File: src/design/lbvs_pkg.sv
// ----------------------------------------------------------------------------
// lbvs_pkg
// Shared types, constants and helpers for the four-bone skinning unit.
// ----------------------------------------------------------------------------
package lbvs_pkg;

  localparam int DEF_BONES  = 128;
  localparam int INFLUENCES = 4;
  localparam int NUM_W      = 48;
  localparam int DEN_W      = 32;

  localparam logic [15:0] WEIGHT_ONE = 16'd32768;
  localparam logic signed [31:0] FIX_ONE = 32'sd65536;

  typedef enum logic [1:0] {
    FN_POSE = 2'd0,
    FN_INVB = 2'd1,
    FN_INFL = 2'd2,
    FN_SKIN = 2'd3
  } func_t;

  typedef enum logic [3:0] {
    S_IDLE, S_RD, S_MUL, S_ACC, S_WMUL, S_WACC, S_TMUL, S_TACC,
    S_QMUL, S_QACC, S_SQRT, S_DSTART, S_DWAIT, S_OUT
  } state_t;

  function automatic logic signed [31:0] sat32(input logic signed [63:0] x);
    logic signed [31:0] r;
    if (x > 64'sh0000_0000_7FFF_FFFF) r = 32'sh7FFF_FFFF;
    else if (x < -64'sh0000_0000_8000_0000) r = 32'sh8000_0000;
    else r = x[31:0];
    return r;
  endfunction

  function automatic logic [31:0] abs32(input logic signed [31:0] x);
    logic signed [32:0] e;
    e = 33'(x);
    if (e < 0) e = -e;
    return e[31:0];
  endfunction

endpackage

File: src/design/lbvs_div.sv
// ----------------------------------------------------------------------------
// lbvs_div
// Restoring unsigned divider, one quotient bit per cycle.
// ----------------------------------------------------------------------------
module lbvs_div import lbvs_pkg::*; (
  input  logic             clk,
  input  logic             rst,
  input  logic             start,
  input  logic [NUM_W-1:0] num,
  input  logic [DEN_W-1:0] den,
  output logic             busy,
  output logic [NUM_W-1:0] quot
);

  localparam int CW = $clog2(NUM_W + 1);

  logic [DEN_W-1:0] rem;
  logic [CW-1:0]    cnt;
  logic [DEN_W:0]   trial;

  assign trial = {rem, quot[NUM_W-1]};

  always_ff @(posedge clk) begin
    if (rst) begin
      busy <= 1'b0;
      cnt  <= '0;
    end else if (start) begin
      busy <= 1'b1;
      cnt  <= CW'(NUM_W);
      rem  <= '0;
      quot <= num;
    end else if (busy) begin
      if (trial >= {1'b0, den}) begin
        rem  <= DEN_W'(trial - {1'b0, den});
        quot <= {quot[NUM_W-2:0], 1'b1};
      end else begin
        rem  <= trial[DEN_W-1:0];
        quot <= {quot[NUM_W-2:0], 1'b0};
      end
      cnt <= cnt - 1'b1;
      if (cnt == CW'(1)) busy <= 1'b0;
    end
  end

  a_start: assert property (@(posedge clk) disable iff (rst)
    start |=> busy && cnt == CW'(NUM_W)) else $error("divider did not start");
  a_end: assert property (@(posedge clk) disable iff (rst)
    (busy && !start && cnt == CW'(1)) |=> !busy) else $error("divider overran");
  a_idle: assert property (@(posedge clk) disable iff (rst)
    (!busy && !start) |=> !busy) else $error("divider woke without start");

endmodule

File: config.mk
export PLATFORM = sky130hd
export DESIGN_NAME = lbvs_div
export DESIGN_NICKNAME = d
export VERILOG_FILES = /design/src/design/lbvs_pkg.sv /design/src/design/lbvs_div.sv
export SDC_FILE = /design/constraint.sdc
export NUM_CORES = 1
export LEC_CHECK = 0
export BUFFER_PORTS_ARGS = -buffer_cell sky130_fd_sc_hd__buf_4
export CAP_MARGIN = 5
export CORE_MARGIN = 5
export CORE_UTILIZATION = 50
export DETAILED_ROUTE_END_ITERATION = 16
export HOLD_SLACK_MARGIN = 0.1
export PLACE_DENSITY = 0.82
export SYNTH_ARGS = -nofsm -noshare
export SYNTH_HDL_FRONTEND = slang
export SYNTH_SLANG_ARGS = --single-unit
export TNS_END_PERCENT = 5
File: constraint.sdc
create_clock -name clk -period 4.2 [get_ports clk]
set_input_delay 0.21 -clock clk [delete_from_list [all_inputs] [get_ports clk]]
set_output_delay 0.21 -clock clk [all_outputs]
set_load 0.05 [all_outputs]
==> impl_metrics.toml <==
[finish]
syn_to_final_growth_pct = 24.7
fill_cells = 867
multi_input_area_sq_um = 2810
nets = 761
antenna_cells = 0
final_common_cell = "buf_4"
layout-drive-gt1-share_pct = 34.4
regArea_sq_um = 2540
final_cell_mix = "buf_4, edfxtp_1, mux2_2, inv_1, a21oi_1"

[hold_path]
hp-class = "in -> reg"

[cts]
cts.sinks = 87
cts_resized = 0
clockBufferDepth = 2
htreeDepth = 3
worst_skew_pair.late_latency_ns = 0.34
cts_made_buffers = 9
cts_root_buf = "clkbuf_16"
path_clk_slew_ns = 0.07
post_cts_buffers = 0
cts_tree = "yes"

[global_route]
antenna_found_initial = 0
grt_max_degree = 53
grt_pass1_wl_microns = 21900
grt.overflow.total = 0
grt_usage_pct = 20.4
grt_pass1_vias = 4606

[sta]
finalSetupViolCount = 0
period_minus_slack_ns = 3.14
fmax_ghz = 0.318
fin_hold_ws_ns = 0.168
drv_slew = 0
rsz0062_at_grt = "false"
setup_tns_ns = 0
slew_headroom_pct = 29.9
hold_viol = 0
fin_crit_sh_pct = 74.8
clock-skew-final_ns = 0.00792
worst-slew-pin-transition_ns = 1.05

[route]
wirelength_microns = 13600
drc = 0
drt_iter0_markers = 257
num_vias = 4361
wl_per_cell_microns = 17.3
ant_nets = 0
drtPass1Iterations = 4
vias_per_cell = 5.53

[placement]
hpwl_microns = 10100
place_congestion = 0.915
io_buffers = 131

[flow_run]
maxCapViolations = 0

[logic_synthesis]
synth_area_leaders = "edfxtp_1, mux2_2, ha_1"
synth_top_area_share_pct = 42.5
synth.avg_cell_area_sq_um = 10.9
ys_seq_area_share_pct = 45.0
ys_types = 61
async_flop_share_pct = 0
syn-num-nets = 635
synth_edf_count = 80
synth_top_cell_by_area = "edfxtp_1"
ys_ff_latch = 87
syn_inst = 517
syn-cell-area_sq_um = 5650
ys.warnings.count = 0
synthFlopType = "edfxtp_1"

[worst_setup_path]
cp.arrival_ns = 3.28
worstSetupEndpointType = "register"
cp-start-kind = "register"
path_max_fanout = 27
cp.required_ns = 4.34
worstSetupPathType = "reg -> reg"

[pwr]
power_density_nw_per_um2 = 405
p_leak_nw = 3.03
ir_drop_uv = 265

[floorplanning]
io_pins = 132
coreArea_sq_um = 10900
die_x_microns = 116
die_y_microns = 116
dieArea_sq_um = 13500
fp-row-count = 38
initial_core_util_pct = 51.7

[status]
status = "completed"
==> worst max-delay path, cell delays in order, from the launching register on <==
cell and delay [ns]:
edfxtp_1 0.40, ha_1 0.40, and3_1 0.20, and4_1 0.23, o21ai_1 0.12, nand3_1 0.15
nand3_2 0.12, and4_4 0.24, nor2_4 0.44, buf_12 0.26, nor2_1 0.07, a211oi_1 0.30
==> final timing paths <==
check | startpoint | endpoint | slack [ns] | cells after the start
worst max-delay path | rem[5]$_SDFFCE_PP0P_ | rem[1]$_SDFFCE_PP0P_ | 1.06 | 11
worst min-delay path | num[30] | quot[30]$_DFFE_PP_ | 0.17 | 2
worst max register to register | rem[5]$_SDFFCE_PP0P_ | rem[1]$_SDFFCE_PP0P_ | 1.06 | 11
worst min register to register | cnt[1]$_SDFFE_PP0P_ | cnt[1]$_SDFFE_PP0P_ | 0.50 | 2
==> logic make-up (layout without fill, tap and decap cells) <==
logic type	Yosys count	count (layout)	share of synthesized area, %
multiplexers	64	64	12.4
AO/OA/AOI/OAI	123	123	14.6
flip-flops	87	87	45.0
AND/OR/NAND/NOR	108	108	9.54
buffers and inverters	67	198	5.51
adder cells (fa/ha/maj)	35	35	7.88
XOR/XNOR	33	33	5.11
==> Yosys cell counts, types with 2 or more instances <==
| master | instances |
|---|---|
| a21oi_2 | 3 |
| nor2b_1 | 3 |
| o211ai_1 | 2 |
| o22ai_1 | 2 |
| buf_1 | 4 |
| xor2_1 | 13 |
| nand3_2 | 2 |
| or3_1 | 3 |
| a211oi_2 | 2 |
| o21ai_1 | 8 |
| edfxtp_1 | 80 |
| nand4_1 | 3 |
| clkbuf_8 | 3 |
| a31oi_1 | 4 |
| mux2_2 | 48 |
| clkbuf_1 | 6 |
| xnor2_1 | 20 |
| nand3_1 | 7 |
| and3_2 | 3 |
| nor4b_1 | 2 |
| o2111ai_1 | 2 |
| nand2b_1 | 7 |
| buf_6 | 3 |
| a21oi_1 | 38 |
| ha_1 | 34 |
| dfxtp_1 | 7 |
| and2_1 | 2 |
| nor3_1 | 6 |
| a21o_1 | 13 |
| a21o_2 | 2 |
| a211oi_1 | 8 |
| o21bai_1 | 5 |
| inv_1 | 47 |
| buf_2 | 3 |
| and4_1 | 2 |
| nand2_1 | 26 |
| o211ai_2 | 2 |
| o21ai_0 | 20 |
| nor2_1 | 35 |
| mux2i_1 | 16 |
==> metal layers <==
layer | up-vias | share of wire, % | global-route usage (%)
met5 | - | 0 | 0
met4 | 0 | 1.7 | 6.73
met3 | 18 | 9.9 | 7.25
met2 | 151 | 48 | 34.4
met1 | 2044 | 41 | 24.3
li1 | 2148 | - | -
==> registers in the layout, indices dropped and copies added (netlist names) <==
name / count
quot: 48
rem: 32
cnt: 6
busy: 1
==> metrics by stage <==
step / power (mW) / area (sq um) / worst slack, ns / cells / utilization [%]
finish: 2.86 / 7050 / 1.06 / 788 / 64.4
detailed placement: 2.03 / 6730 / 1.13 / 771 / 61.5
floorplan: 1.80 / 5650 / 0.800 / 517 / -
CTS: 2.86 / 7050 / 1.07 / 788 / 64.4
global route: 2.99 / 7050 / 0.785 / 788 / 64.4
global placement: 2.01 / 6730 / 1.23 / 771 / 61.5
==> cell type report <==
cell class | instances | area share (%)
Sequential cell | 87 | 36.1
Clock buffer | 9 | 3.20
Inverter | 47 | 2.50
Clock inverter | 7 | 1.14
Tap cell | 140 | 2.49
Timing Repair Buffer | 135 | 14.8
Multi-Input combinational cell | 363 | 39.8
==> power breakdown <==
group          switching [mW]  internal [mW]
clock                   0.362          0.469
sequential             0.0417           1.05
combinational           0.542          0.394
==> repair_timing <==
action                     4_1_cts  5_1_grt
hold endpoints to repair         2        0
hold buffers                     1        0
setup endpoints to repair        0        0
Note: power is estimated with default switching activity, not from simulation.
